`config.mk`:
```
export PLATFORM = sky130hd
export DESIGN_NAME = stepper_step_sequencer_flat
export DESIGN_NICKNAME = d
export VERILOG_FILES = /design/src/hdl/sss_pkg.sv /design/src/hdl/sss_req_if.sv /design/src/hdl/stepper_step_sequencer.sv /design/src/flat_wrapper.sv
export VERILOG_INCLUDE_DIRS = /design/src /design/src/hdl
export SDC_FILE = /design/constraint.sdc
export NUM_CORES = 1
export LEC_CHECK = 0
export ABC_AREA = 1
export BUFFER_PORTS_ARGS = -buffer_cell sky130_fd_sc_hd__buf_2
export CAP_MARGIN = 10
export CORE_MARGIN = 2
export CORE_UTILIZATION = 50
export CTS_CLUSTER_DIAMETER = 60
export DETAILED_ROUTE_END_ITERATION = 7
export PLACE_DENSITY = 0.71
export SLEW_MARGIN = 20
export SYNTH_ARGS = -nofsm -noshare
export SYNTH_HDL_FRONTEND = slang
export SYNTH_SLANG_ARGS = --single-unit
```
`constraint.sdc`:
```
create_clock -name clk -period 6.7 [get_ports clk]
set_input_delay 0.335 -clock clk [delete_from_list [all_inputs] [get_ports clk]]
set_output_delay 0.335 -clock clk [all_outputs]
set_load 0.01 [all_outputs]
```
`src/hdl/stepper_step_sequencer_macros.svh`:
```
// assertion macros for the stepper step sequencer
`ifndef STEPPER_STEP_SEQUENCER_MACROS_SVH
`define STEPPER_STEP_SEQUENCER_MACROS_SVH

`ifndef SYNTHESIS

// same-cycle implication, checked only out of reset
`define SSS_ASSERT_NOW(label, clk, rst_n, ante, cons) \
    label: assert property (@(posedge clk) disable iff (!rst_n) (ante) |-> (cons)) \
        else $error("stepper sequencer check failed");

// next-cycle implication, checked only out of reset
`define SSS_ASSERT_NEXT(label, clk, rst_n, ante, cons) \
    label: assert property (@(posedge clk) disable iff (!rst_n) (ante) |=> (cons)) \
        else $error("stepper sequencer check failed");

`else

`define SSS_ASSERT_NOW(label, clk, rst_n, ante, cons)
`define SSS_ASSERT_NEXT(label, clk, rst_n, ante, cons)

`endif

`endif

```
`src/hdl/sss_pkg.sv`:
```
// shared widths, register codes and constants of the stepper step sequencer
`timescale 1ns / 1ps

package sss_pkg;

    localparam int DELAY_W   = 24;
    localparam int REV_W     = 13;
    localparam int POS_W     = 12;
    localparam int BUDGET_W  = 27;
    localparam int ROT_W     = 16;
    localparam int MAG_W     = ROT_W + 1;
    localparam int PROD_W    = MAG_W + REV_W;
    localparam int PHASE_W   = 2;
    localparam int CFG_IDX_W = 2;
    localparam int CFG_DATA_W = DELAY_W;

    localparam logic [CFG_IDX_W-1:0] REG_STEP_DELAY      = 2'd0;
    localparam logic [CFG_IDX_W-1:0] REG_STEPS_PER_REV   = 2'd1;
    localparam logic [CFG_IDX_W-1:0] REG_STEPS_PER_SHAFT = 2'd2;

    localparam logic [DELAY_W-1:0]  DELAY_RESET   = 24'd2000;
    localparam logic [REV_W-1:0]    REV_RESET     = 13'd2048;
    localparam logic [REV_W-1:0]    SHAFT_RESET   = 13'd2048;
    localparam logic [BUDGET_W-1:0] BUDGET_MAX    = {BUDGET_W{1'b1}};
    localparam logic [DELAY_W-1:0]  ELAPSED_MAX   = {DELAY_W{1'b1}};
    localparam logic [REV_W-1:0]    POS_LIMIT     = 13'd4096;

endpackage

```
`src/hdl/sss_req_if.sv`:
```
// request and result channel interfaces of the stepper step sequencer
`timescale 1ns / 1ps

interface sss_req_if
    import sss_pkg::*;
();
    logic                    valid;
    logic                    ready;
    logic                    func;
    logic signed [ROT_W-1:0] rotations;

    modport source (output valid, output func, output rotations, input ready);
    modport sink (input valid, input func, input rotations, output ready);
endinterface

interface sss_rsp_if
    import sss_pkg::*;
();
    logic                valid;
    logic                ready;
    logic [PHASE_W-1:0]  phase;
    logic                coils_on;
    logic                stepped;
    logic [BUDGET_W-1:0] steps_remaining;

    modport source (output valid, output phase, output coils_on, output stepped,
                    output steps_remaining, input ready);
    modport sink (input valid, input phase, input coils_on, input stepped,
                  input steps_remaining, output ready);
endinterface

```
`src/hdl/stepper_step_sequencer.sv`:
```
// the output register holds a transaction's result from the cycle after it is taken
// throughput: one transaction per cycle, the output register takes a new result
//   whenever it is empty or its result leaves in the same cycle
// all motor state updates in the single accept cycle; budget product is one 17x13 multiply
// reset: position, budget, elapsed count, direction and coils clear; registers load defaults
`timescale 1ns / 1ps

`include "stepper_step_sequencer_macros.svh"

module stepper_step_sequencer
    import sss_pkg::*;
(
    input  logic                  clk,
    input  logic                  rst_n,
    sss_req_if.sink               req,
    sss_rsp_if.source             rsp,
    input  logic                  cfg_wr_en,
    input  logic [CFG_IDX_W-1:0]  cfg_index,
    input  logic [CFG_DATA_W-1:0] cfg_data
);

    logic [DELAY_W-1:0]  delay_reg;
    logic [REV_W-1:0]    rev_reg;
    logic [REV_W-1:0]    shaft_reg;

    logic [BUDGET_W-1:0] steps_left_reg, steps_left_next;
    logic                dir_fwd_reg, dir_fwd_next;
    logic [POS_W-1:0]    pos_reg, pos_next;
    logic [DELAY_W-1:0]  elapsed_reg, elapsed_next;
    logic                coils_reg, coils_next;

    logic                out_valid_reg;
    logic                stepped_reg;
    logic                stepped_next;

    logic                accept;
    logic [DELAY_W-1:0]  elapsed_inc;
    logic [REV_W-1:0]    modulus;
    logic [POS_W-1:0]    pos_fwd;
    logic [POS_W-1:0]    pos_back;
    logic [ROT_W-1:0]    rot_bits;
    logic [MAG_W-1:0]    magnitude;
    logic [PROD_W-1:0]   product;
    logic [BUDGET_W-1:0] budget;

    assign req.ready = !out_valid_reg || rsp.ready;
    assign accept    = req.valid && req.ready;

    // configuration writes
    always_ff @(posedge clk or negedge rst_n)
    begin
        if (!rst_n)
        begin
            delay_reg <= DELAY_RESET;
            rev_reg   <= REV_RESET;
            shaft_reg <= SHAFT_RESET;
        end
        else if (cfg_wr_en)
        begin
            case (cfg_index)
                REG_STEP_DELAY:      delay_reg <= cfg_data;
                REG_STEPS_PER_REV:   rev_reg   <= cfg_data[REV_W-1:0];
                REG_STEPS_PER_SHAFT: shaft_reg <= cfg_data[REV_W-1:0];
                default:             ;
            endcase
        end
    end

    // saturating tick count and position wrap
    assign elapsed_inc = (elapsed_reg != ELAPSED_MAX) ? elapsed_reg + 1'b1 : elapsed_reg;
    assign modulus     = (rev_reg == '0 || rev_reg > POS_LIMIT) ? POS_LIMIT : rev_reg;
    assign pos_fwd     = ({1'b0, pos_reg} + 1'b1 >= modulus) ? '0 : pos_reg + 1'b1;
    assign pos_back    = (pos_reg == '0 || {1'b0, pos_reg} >= modulus)
                         ? POS_W'(modulus - 1'b1) : pos_reg - 1'b1;

    // step budget for a start transaction
    assign rot_bits  = $unsigned(req.rotations);
    assign magnitude = rot_bits[ROT_W-1] ? (MAG_W'(1) << ROT_W) - {1'b0, rot_bits}
                                         : {1'b0, rot_bits};
    assign product   = PROD_W'(magnitude) * PROD_W'(shaft_reg);
    assign budget    = (product > PROD_W'(BUDGET_MAX)) ? BUDGET_MAX
                                                       : product[BUDGET_W-1:0];

    always_comb
    begin
        steps_left_next = steps_left_reg;
        dir_fwd_next    = dir_fwd_reg;
        pos_next        = pos_reg;
        elapsed_next    = elapsed_reg;
        coils_next      = coils_reg;
        stepped_next    = 1'b0;
        if (req.func)
        begin
            steps_left_next = budget;
            if (rot_bits[ROT_W-1])
                dir_fwd_next = 1'b0;
            else if (rot_bits != '0)
                dir_fwd_next = 1'b1;
        end
        else
        begin
            elapsed_next = elapsed_inc;
            if (steps_left_reg == '0)
                coils_next = 1'b0;
            else if (elapsed_inc >= delay_reg)
            begin
                elapsed_next    = '0;
                pos_next        = dir_fwd_reg ? pos_fwd : pos_back;
                steps_left_next = steps_left_reg - 1'b1;
                coils_next      = 1'b1;
                stepped_next    = 1'b1;
            end
        end
    end

    always_ff @(posedge clk or negedge rst_n)
    begin
        if (!rst_n)
        begin
            steps_left_reg <= '0;
            dir_fwd_reg    <= 1'b0;
            pos_reg        <= '0;
            elapsed_reg    <= '0;
            coils_reg      <= 1'b0;
            out_valid_reg  <= 1'b0;
        end
        else
        begin
            if (accept)
            begin
                steps_left_reg <= steps_left_next;
                dir_fwd_reg    <= dir_fwd_next;
                pos_reg        <= pos_next;
                elapsed_reg    <= elapsed_next;
                coils_reg      <= coils_next;
            end
            if (accept)
                out_valid_reg <= 1'b1;
            else if (rsp.ready)
                out_valid_reg <= 1'b0;
        end
    end

    // result payload, loaded with the transaction's state update
    always_ff @(posedge clk)
    begin
        if (accept)
            stepped_reg <= stepped_next;
    end

    assign rsp.valid           = out_valid_reg;
    assign rsp.phase           = pos_reg[PHASE_W-1:0];
    assign rsp.coils_on        = coils_reg;
    assign rsp.stepped         = stepped_reg;
    assign rsp.steps_remaining = steps_left_reg;

    `SSS_ASSERT_NOW(a_step_drives_coils, clk, rst_n, out_valid_reg && stepped_reg, coils_reg)
    `SSS_ASSERT_NEXT(a_step_counts_down, clk, rst_n, accept && stepped_next,
                     steps_left_reg == $past(steps_left_reg) - 1'b1 && elapsed_reg == '0)
    `SSS_ASSERT_NEXT(a_idle_tick_coils_off, clk, rst_n,
                     accept && !req.func && steps_left_reg == '0, !coils_reg && !stepped_reg)
    `SSS_ASSERT_NEXT(a_stall_holds_state, clk, rst_n, !accept,
                     $stable(steps_left_reg) && $stable(pos_reg) && $stable(elapsed_reg))

endmodule

```
`src/flat_wrapper.sv`:
```
// flat-port wrapper written by rule: the top's interface ports become plain ports
module stepper_step_sequencer_flat import sss_pkg::*;
  (clk, rst_n, cfg_wr_en, cfg_index, cfg_data, req_valid, req_func, req_rotations, req_ready, rsp_valid, rsp_phase, rsp_coils_on, rsp_stepped, rsp_steps_remaining, rsp_ready);
  sss_req_if req_i ();
  sss_rsp_if rsp_i ();
  input  logic clk;
  input  logic rst_n;
  input  logic cfg_wr_en;
  input  logic [CFG_IDX_W-1:0] cfg_index;
  input  logic [CFG_DATA_W-1:0] cfg_data;
  input wire logic [$bits(req_i.valid)-1:0] req_valid;
  input wire logic [$bits(req_i.func)-1:0] req_func;
  input wire logic [$bits(req_i.rotations)-1:0] req_rotations;
  output wire logic [$bits(req_i.ready)-1:0] req_ready;
  output wire logic [$bits(rsp_i.valid)-1:0] rsp_valid;
  output wire logic [$bits(rsp_i.phase)-1:0] rsp_phase;
  output wire logic [$bits(rsp_i.coils_on)-1:0] rsp_coils_on;
  output wire logic [$bits(rsp_i.stepped)-1:0] rsp_stepped;
  output wire logic [$bits(rsp_i.steps_remaining)-1:0] rsp_steps_remaining;
  input wire logic [$bits(rsp_i.ready)-1:0] rsp_ready;
  assign req_i.valid = req_valid;
  assign req_i.func = req_func;
  assign req_i.rotations = req_rotations;
  assign req_ready = req_i.ready;
  assign rsp_valid = rsp_i.valid;
  assign rsp_phase = rsp_i.phase;
  assign rsp_coils_on = rsp_i.coils_on;
  assign rsp_stepped = rsp_i.stepped;
  assign rsp_steps_remaining = rsp_i.steps_remaining;
  assign rsp_i.ready = rsp_ready;
  stepper_step_sequencer u_core (.clk(clk), .rst_n(rst_n), .req(req_i), .rsp(rsp_i), .cfg_wr_en(cfg_wr_en), .cfg_index(cfg_index), .cfg_data(cfg_data));
endmodule
```
==> impl_metrics.tcl, run 1 <==
set metrics [dict create \
    num_rows 64 \
    min_from "cfg_data[19]" \
    synth.top_cell.area_share 0.211 \
    drt_iter0_drc 1051 \
    routedWlPerCell_um 15.6 \
    fp.dieW_um 181 \
    synth_area_per_cell_sq_um 7.29 \
    largest_register_ff_count 27 \
    synth_area_sq_mm 0.0157 \
    maxCapViolations 0 \
    ir_drop_mv 0.528 \
    fin_util 0.564 \
    die_area_sq_mm 0.0327 \
    cts-buffers-inserted 17 \
    cts_tree "yes" \
    dr_total_vias 14100 \
    worstPathMaxFanout 8 \
    synth-edff-count 1 \
    grt_pass1_vias 14400 \
    die_height_um 181 \
    gr-total-overflow 0 \
    synthTopCellsByArea "fa_1 (21%), dfrtp_1 (17%), nand2_1 (12%), inv_1 (10%), ha_1 (10%)" \
    slew_headroom 0.270 \
    synthCells 2147 \
    first_pass_iters 8 \
    antennaDiodeCount 0 \
    finalWorstSetupSlack_ps 473 \
    synth_area_leader_cell "fa_1" \
    drive_above_1_share 0.0977 \
    post-place-ws_ps -30.6 \
    endpoint_kind "flop" \
    whs_endpoint "u_core.delay_reg[19]$_DFFE_PN0P_" \
    root_buffer "clkbuf_16" \
    ys_ff_latch 117 \
    tightest_slew_ps 1090 \
    grt_usage 0.267 \
    setup_viol 0 \
    path_common_cell "inv_1" \
    path_clk_slew_ps 70 \
    yosysWarnings 0 \
    clk_latency_ps 430 \
    p_leak_nw 9.23 \
    critPathRequiredTime_ps 7020 \
    wl_um 41600 \
    fin_crit_ps 6230 \
    r2r_cells 25 \
    htreeDepth 4 \
    gp_congestion 0.934 \
    min_path_cells 3 \
    antenna_found_initial 0 \
    cpPeakStageDelay_ps 550 \
    timing.rr.start "u_core.shaft_reg[3]$_DFFE_PN0P_" \
    hold_path.class "in2reg" \
    dp_hpwl_um 33400 \
    reg2reg_slack_ps 670 \
    cts_buffer_depth 2 \
    ant_nets 0 \
    grt_first_pass_wirelength_um 71100 \
    skew_ps 25.1 \
    synth_ff_type "dfrtp_1" \
    fmax_mhz 161 \
    cts_setup_buffers 0 \
    grt_max_degree 68 \
    async_flop_share 0.991 \
    via_per_inst 5.30 \
    ios 81 \
    cts_sinks 117 \
    r2r-end "u_core.rsp.steps_remaining[2]$_DFFE_PN0P_" \
    status "complete, no violations" \
    hold_violations 0 \
    core_sq_mm 0.0307 \
    pwr_density_cell_mw_per_mm2 542 \
    period_share 0.929 \
    worstSetupPathType "in2reg" \
    io_buffers 80 \
    crit_path_top_delay_cell "fa_1" \
    cp-start-kind "primary input" \
    synth.distinct_cells 59 \
    start_util 0.510 \
    slew_viol_final 0 \
    p_total_mw 9.37 \
    drc_errors 0 \
    nNetsFinal 2592 \
    syn_to_final_growth_pct 10.5 \
    cp.arrival_ps 6540 \
    yosysSeqAreaShare 0.188 \
]
==> worst max-delay path: cells and delay by family <==
family,cells,cell delay (ps)
AO/OA/AOI/OAI,5,860
buffers and inverters,10,1070
AND/OR/NAND/NOR,13,1350
adder cells (fa/ha/maj),6,2920
==> per-layer routing <==
metal | GRT usage | vias to the layer above | part of all wire
met3 | 0.0353 | 63 | 0.049
li1 | - | 6777 | -
met2 | 0.464 | 445 | 0.50
met5 | 0 | - | 0
met4 | 0.0748 | 0 | 0.024
met1 | 0.348 | 6805 | 0.43
==> synth_stat cells, types with 6 or more instances <==
library cell / count
nand2_2: 13
dfstp_2: 8
nor2_4: 7
nor4_1: 6
xor2_1: 54
fa_1: 165
ha_1: 130
o21ai_1: 17
a21oi_1: 94
nor3_1: 22
nand2_1: 498
nor2_2: 9
inv_1: 436
xnor2_1: 12
clkbuf_1: 36
nand3_1: 67
o21ai_0: 114
nor2_1: 239
dfrtp_1: 108
buf_2: 8
nand4_1: 23
==> worst max-delay path by stage <==
stage	startpoint	cells after the start	slack, ps	end
2_1_floorplan	req_rotations[0]	31	500	u_core.rsp.steps_remaining[24]$_DFFE_PN0P_
3_3_place_gp	req_rotations[1]	35	90	u_core.rsp.steps_remaining[5]$_DFFE_PN0P_
3_5_place_dp	req_rotations[1]	34	-30	u_core.rsp.steps_remaining[1]$_DFFE_PN0P_
4_1_cts	req_rotations[1]	34	420	u_core.rsp.steps_remaining[3]$_DFFE_PN0P_
5_1_grt	req_rotations[1]	34	-10	u_core.rsp.steps_remaining[2]$_DFFE_PN0P_
6_report	req_rotations[1]	34	470	u_core.rsp.steps_remaining[2]$_DFFE_PN0P_
==> area by class of cell <==
type                       count  area [sq um]
timing repair buffer         120           706
clock buffer                  17           425
fill                        2912         13400
sequential                   117          2940
clock inverter                15           154
tap                          396           495
multi-input combinational   1548         10900
inverter                     445          1680
==> timing repair <==
item                       in CTS  in global routing
resized for setup               0                  8
hold buffers                    1                  0
setup endpoints to repair       0                 21
hold endpoints to repair       41                  0
==> layout by cell type (no fill, tap or decap), drive strengths merged, types with 4 or more instances in the layout <==
| cell | count |
|---|---|
| nand2 | 517 |
| inv | 449 |
| nor2 | 255 |
| fa | 165 |
| o21ai | 133 |
| ha | 130 |
| buf | 119 |
| dfrtp | 108 |
| a21oi | 94 |
| nand3 | 69 |
| xor2 | 54 |
| nor3 | 26 |
| nand4 | 23 |
| clkbuf | 17 |
| conb | 13 |
| xnor2 | 12 |
| dfstp | 8 |
| clkinv | 8 |
| nor4 | 7 |
| or2 | 7 |
| o21bai | 6 |
| a31oi | 5 |
| a21boi | 4 |
| nand3b | 4 |
| a21o | 4 |
==> power breakdown <==
group / total [mW] / switching (mW) / internal (mW)
clock: 0.917 / 0.421 / 0.496
sequential: 1.17 / 0.265 / 0.907
combinational: 7.28 / 4.57 / 2.71
total: 9.37 / 5.26 / 4.11
==> cells by family after synthesis <==
logic type / Yosys count / synth area share
DFF: 117 / 0.188
buffers and inverters: 493 / 0.121
and+or+nand+nor: 912 / 0.249
adders and majority gates: 295 / 0.315
other: 2 / 0.000480
xor gates and xnor gates: 66 / 0.0369
AOI/OAI and AO/OA: 262 / 0.0902
==> per-stage QoR <==
step / TNS [ps] / area (sq um) / cells / hold slack [ps]
3_5_place_dp: -107 / 16700 / 2625 / 395
5_1_grt: -30.8 / 17300 / 2658 / 170
4_1_cts: 0 / 17300 / 2658 / 131
2_1_floorplan: 0 / 15700 / 2158 / 39.4
3_3_place_gp: 0 / 16700 / 2625 / 401
6_report: 0 / 17300 / 2658 / 149
(Power assumes the default switching activity.)
==> inputs of run 2 (changes only) <==
--- a/config.mk
+++ b/config.mk
@@ -6,7 +6,7 @@
 export SDC_FILE = /design/constraint.sdc
 export NUM_CORES = 1
 export LEC_CHECK = 0
-export ABC_AREA = 1
+export ABC_AREA = 0
 export BUFFER_PORTS_ARGS = -buffer_cell sky130_fd_sc_hd__buf_2
 export CAP_MARGIN = 10
 export CORE_MARGIN = 2
==> run 2 against run 1 <==
Effect of this change: critical path depth fell by 7; global-route usage shrank 0.28 points; non-clock buffer count grew 101; critical path type unchanged; largest cell class unchanged; via count is 7.4% lower; synthesized cell count fell by 19%.
==> impl_metrics.tcl, run 2 <==
set metrics [dict create \
    status "complete, no violations" \
    post-place-ws_ps -519 \
    grt_max_degree 74 \
    worstPathMaxFanout 7 \
    synth-edff-count 1 \
    routedWlPerCell_um 17.5 \
    nNetsFinal 2248 \
    fin_util 0.589 \
    period_share 0.970 \
    die_area_sq_mm 0.0321 \
    synthCells 1729 \
    drive_above_1_share 0.188 \
    synth_most_common_cell "inv_1" \
    htreeDepth 4 \
    startpoint "req_rotations[7]" \
    via_per_inst 5.64 \
    synth.distinct_cells 78 \
    grt_first_pass_wirelength_um 67100 \
    synth_area_leader_cell "fa_1" \
    start_util 0.504 \
    first_pass_iters 5 \
    num_rows 64 \
    drt_iter0_drc 908 \
    mostFrequentLayoutCell "inv_1" \
    min_from "req_valid" \
    ys_ff_latch 117 \
    hold_slack_ps 115 \
    dp_hpwl_um 31700 \
    syn_to_final_growth_pct 16.9 \
    cp-start-kind "primary input" \
    hold_path.class "in2reg" \
    root_buffer "clkbuf_16" \
    grt_usage 0.264 \
    drc_errors 0 \
    ios 81 \
    gp_congestion 0.906 \
    cts_buffer_depth 2 \
    antennaDiodeCount 0 \
    dp.cells 2276 \
    grt_pass1_vias 13100 \
    yosysWarnings 0 \
    hold_violations 0 \
    synth_area_sq_mm 0.0153 \
    core_sq_mm 0.0304 \
    worstSetupPathType "in2reg" \
    final_cell_count_no_fill 2314 \
    io_buffers 80 \
    endpoint_kind "flop" \
    final_cell_mix "inv_1 (257), nand2_1 (207), fa_1 (165)" \
    ant_nets 0 \
    dr_total_vias 13000 \
    finalWorstSetupSlack_ps 200 \
    synth.top_cell.area_share 0.215 \
    maxCapViolations 0 \
    synth_area_per_cell_sq_um 8.87 \
    cts-buffers-inserted 17 \
    path_clk_slew_ps 70 \
    clk_latency_ps 440 \
    critPathRequiredTime_ps 7050 \
    cts_tree "yes" \
    setup_viol 0 \
    slew_viol_final 0 \
    antenna_found_initial 0 \
    gr-total-overflow 0 \
    timing.rr.start "u_core.shaft_reg[6]$_DFFE_PN0P_" \
    async_flop_share 0.991 \
    largest_register_ff_count 27 \
    yosysSeqAreaShare 0.192 \
    fp.dieW_um 179 \
    cp.arrival_ps 6850 \
    die_height_um 179 \
    synthTopCellsByArea "fa_1 (22%), dfrtp_1 (18%), ha_1 (11%), inv_1 (6.3%), nand2_1 (5.1%)" \
    cts_sinks 117 \
    synth_ff_type "dfrtp_1" \
    slew_headroom 0.315 \
    tightest_slew_ps 1020 \
    fmax_mhz 154 \
    skew_ps 21.2 \
    wl_um 40500 \
    fin_crit_ps 6500 \
    synthTopCellsByCount "inv_1 (257), nand2_1 (208), fa_1 (165)" \
    nFillCells 2662 \
]
run 2: cell types whose count changed after synthesis, sizes merged, moves of 39 or more:
cell,previous run,this run
a21oi,94,55
xnor2,12,53
and2,0,109
o21ai,133,80
nor2,255,48
nand2,517,208
inv,441,257
run 2: critical path: stages:
cell,delay (ps)
buf_2,110
or4_4,560
buf_4,170
o41ai_4,230
xnor2_1,200
buf_4,170
buf_4,140
nand2_1,80
fa_1,550
fa_1,520
inv_1,50
fa_1,460
fa_1,550
inv_1,60
fa_1,570
inv_1,50
ha_1,300
a21o_1,160
nand2_1,80
a21oi_1,100
a221oi_2,340
buf_4,180
nand4_1,100
nor3b_4,190
buf_6,140
and3_2,210
a311oi_2,240
run 2: final timing paths:
check | to | slack (ps) | cells past startpoint
max in group asynchronous | u_core.rsp.steps_remaining[7]$_DFFE_PN0P_ | 4810 | 3
setup / recovery | u_core.rsp.steps_remaining[8]$_DFFE_PN0P_ | 200 | 27
hold / removal | u_core.rsp.valid$_DFFE_PN0P_ | 120 | 2
setup reg to reg | u_core.rsp.steps_remaining[8]$_DFFE_PN0P_ | 690 | 19
hold reg to reg | u_core.delay_reg[9]$_DFFE_PN1P_ | 520 | 2
min in group asynchronous | u_core.pos_reg[0]$_DFFE_PN0P_ | 470 | 2
run 2: area by class of cell:
cell class                 instances  area (sq um)  share of cell area
inverter                         257           965              0.0538
tap                              396           495              0.0276
timing repair buffer             221          1480              0.0828
multi-input combinational       1291         11500               0.639
clock buffer                      18           439              0.0245
sequential                       117          2940               0.164
clock inverter                    14           154             0.00858
run 2: routing by layer:
| metal | vias to the layer above | part of all wire | global-route usage |
|---|---|---|---|
| met1 | 6464 | 0.45 | 0.373 |
| met5 | - | 0 | 0 |
| li1 | 6107 | - | - |
| met2 | 412 | 0.47 | 0.429 |
| met4 | 0 | 0.020 | 0.0696 |
| met3 | 59 | 0.053 | 0.0335 |
run 2: what timing repair did:
action,CTS,global route
cloned,0,1
pin swaps,0,12
setup endpoints to repair,24,27
hold buffers,1,0
hold endpoints to repair,43,0
buffers inserted,0,4
resized for setup,4,29
run 2: cell families (layout without fill, tap and decap cells):
family	count (synthesis)	in the layout	share of synthesized area
adders and majority gates	295	295	0.321
muxes	53	53	0.0373
AOI/OAI and AO/OA	299	299	0.134
and+or+nand+nor	547	547	0.184
xor gates and xnor gates	83	84	0.0474
other	2	13	0.000490
DFF	117	117	0.192
buffers and inverters	333	510	0.0836
run 2: through the flow:
stage	setup TNS, ps	area (sq um)
2_1_floorplan	0	15500
3_3_place_gp	-9070	17100
3_5_place_dp	-12570	17100
4_1_cts	0	17700
5_1_grt	-558	17900
6_report	0	17900
Power of run 2 is left out: the tool's default activity adds up to more than one toggle a clock period on the data nets, which glitch-free logic cannot reach.
==> inputs of run 3 (changes only) <==
--- a/config.mk
+++ b/config.mk
@@ -9,10 +9,11 @@
 export ABC_AREA = 0
 export BUFFER_PORTS_ARGS = -buffer_cell sky130_fd_sc_hd__buf_2
 export CAP_MARGIN = 10
-export CORE_MARGIN = 2
+export CORE_MARGIN = 4
 export CORE_UTILIZATION = 50
 export CTS_CLUSTER_DIAMETER = 60
 export DETAILED_ROUTE_END_ITERATION = 7
+export GPL_TIMING_DRIVEN = 1
 export PLACE_DENSITY = 0.71
 export SLEW_MARGIN = 20
 export SYNTH_ARGS = -nofsm -noshare
==> constraint.sdc (replaced) <==
create_clock -name clk -period 7.9 [get_ports clk]
set_input_delay 0.395 -clock clk [delete_from_list [all_inputs] [get_ports clk]]
set_output_delay 0.395 -clock clk [all_outputs]
set_load 0.01 [all_outputs]
==> run 3 against run 2 <==
Effect of this change: setup slack gained 230 ps; register-to-register slack gained 800 ps; worst hold slack gained 72 ps; global-route usage shrank 2.2 points; clock skew shrank 1.9 ps; die area grew 4.5%; wire length shrank 3.2%; critical path type unchanged; critical endpoint is now u_core.rsp.steps_remaining[3]$_DFFE_PN0P_.
==> impl_metrics.tcl, run 3 (same netlist as run 2, synthesis figures left out) <==
set metrics [dict create \
    status "complete, no violations" \
    clk_latency_ps 420 \
    grt_first_pass_wirelength_um 66500 \
    largest_register_ff_count 27 \
    cts-buffers-inserted 17 \
    setup_viol 0 \
    post-place-ws_ps 47.2 \
    final_cell_mix "inv_1 (257), nand2_1 (208), fa_1 (165)" \
    first_pass_iters 5 \
    antenna_found_initial 0 \
    cts_sinks 117 \
    nFillCells 2643 \
    slew_headroom 0.249 \
    critPathRequiredTime_ps 8190 \
    syn_to_final_growth_pct 9.09 \
    dp_hpwl_um 30200 \
    grt_usage 0.242 \
    dp.cells 2157 \
    die_area_sq_mm 0.0335 \
    gp_congestion 0.879 \
    hold_path.class "in2reg" \
    core_sq_mm 0.0300 \
    slew_viol_final 0 \
    tightest_slew_ps 1120 \
    gr-total-overflow 0 \
    cts_tree "yes" \
    mostFrequentLayoutCell "inv_1" \
    period_share 0.945 \
    routedWlPerCell_um 17.9 \
    ios 81 \
    cp-start-kind "primary input" \
    htreeDepth 4 \
    fmax_mhz 134 \
    cts_buffer_depth 2 \
    fp.dieW_um 183 \
    grt_pass1_vias 12700 \
    skew_ps 19.3 \
    fin_crit_ps 7470 \
    dr_total_vias 12600 \
    drt_iter0_drc 1122 \
    drive_above_1_share 0.117 \
    hold_violations 0 \
    worstPathMaxFanout 17 \
    grt_max_degree 75 \
    drc_errors 0 \
    final_cell_count_no_fill 2190 \
    wl_um 39200 \
    die_height_um 183 \
    cp.arrival_ps 7760 \
    antennaDiodeCount 0 \
    path_clk_slew_ps 50 \
    root_buffer "clkbuf_16" \
    endpoint_kind "flop" \
    nNetsFinal 2130 \
    num_rows 63 \
    worstSetupPathType "in2reg" \
    finalWorstSetupSlack_ps 433 \
    via_per_inst 5.76 \
    start_util 0.512 \
    hold_slack_ps 187 \
    ant_nets 0 \
    io_buffers 80 \
    maxCapViolations 0 \
]
run 3: cell count changes in the layout (fill, tap and decap cells not counted), moves of 4 or more:
cell and change:
buf_4 -114, clkbuf_1 +4, ha_1 +6, ha_4 -4, o21ai_0 +4
run 3: routing by layer:
layer,global-route usage,routed length (um),up-vias
met5,0,0,-
met4,0.0647,924,0
met3,0.0444,2510,65
met2,0.370,17700,452
met1,0.357,18100,6224
li1,-,-,5875
run 3: repair_timing:
item / CTS / global route
gates resized for setup: 0 / 2
endpoints found under the setup margin: 0 / 16
hold endpoints to repair: 24 / 0
hold buffers: 1 / 0
setup buffers: 0 / 0
run 3: final timing paths:
| path | startpoint | endpoint | slack [ps] | cells after the start |
|---|---|---|---|---|
| max in group asynchronous | rst_n | u_core.rsp.steps_remaining[14]$_DFFE_PN0P_ | 6010 | 3 |
| min reg2reg | u_core.delay_reg[6]$_DFFE_PN1P_ | u_core.delay_reg[6]$_DFFE_PN1P_ | 520 | 2 |
| min in group asynchronous | rst_n | u_core.pos_reg[0]$_DFFE_PN0P_ | 510 | 2 |
| max | req_rotations[7] | u_core.rsp.steps_remaining[3]$_DFFE_PN0P_ | 430 | 25 |
| max reg2reg | u_core.shaft_reg[6]$_DFFE_PN0P_ | u_core.rsp.steps_remaining[3]$_DFFE_PN0P_ | 1490 | 18 |
| min | cfg_data[14] | u_core.delay_reg[14]$_DFFE_PN0P_ | 190 | 3 |
run 3: worst max-delay path, stage by stage:
cell and delay, ps:
buf_2 120, or4_1 660, nor4_1 340, nand2b_1 160, o21ai_0 400, xnor2_2 290
and2_1 260, fa_1 470, inv_1 50, fa_1 520, inv_1 50, fa_1 460
fa_1 490, inv_1 50, fa_1 540, inv_1 50, ha_1 420, nand2_1 70
o21ai_0 220, a21oi_2 100, a21oi_2 170, a31oi_1 110, xnor2_1 570, nand4_4 420
o221a_2 360
run 3: cell type report:
type | count | area (sq um) | area share
Clock buffer | 22 | 454 | 0.0271
Clock inverter | 10 | 111 | 0.00665
Inverter | 257 | 965 | 0.0576
Multi-Input combinational cell | 1290 | 11200 | 0.669
Sequential cell | 117 | 2940 | 0.176
Tap cell | 390 | 488 | 0.0292
Timing Repair Buffer | 104 | 586 | 0.0350
run 3: stage by stage:
step | cell area (sq um) | setup TNS (ps) | util
after CTS | 16700 | 0 | 0.558
after global routing | 16700 | -277 | 0.559
after global placement | 16100 | 0 | 0.539
after detailed placement | 16100 | 0 | 0.539
final | 16700 | 0 | 0.559
after floorplan | 15400 | 0 | -
Power of run 3 is left out for the same reason.
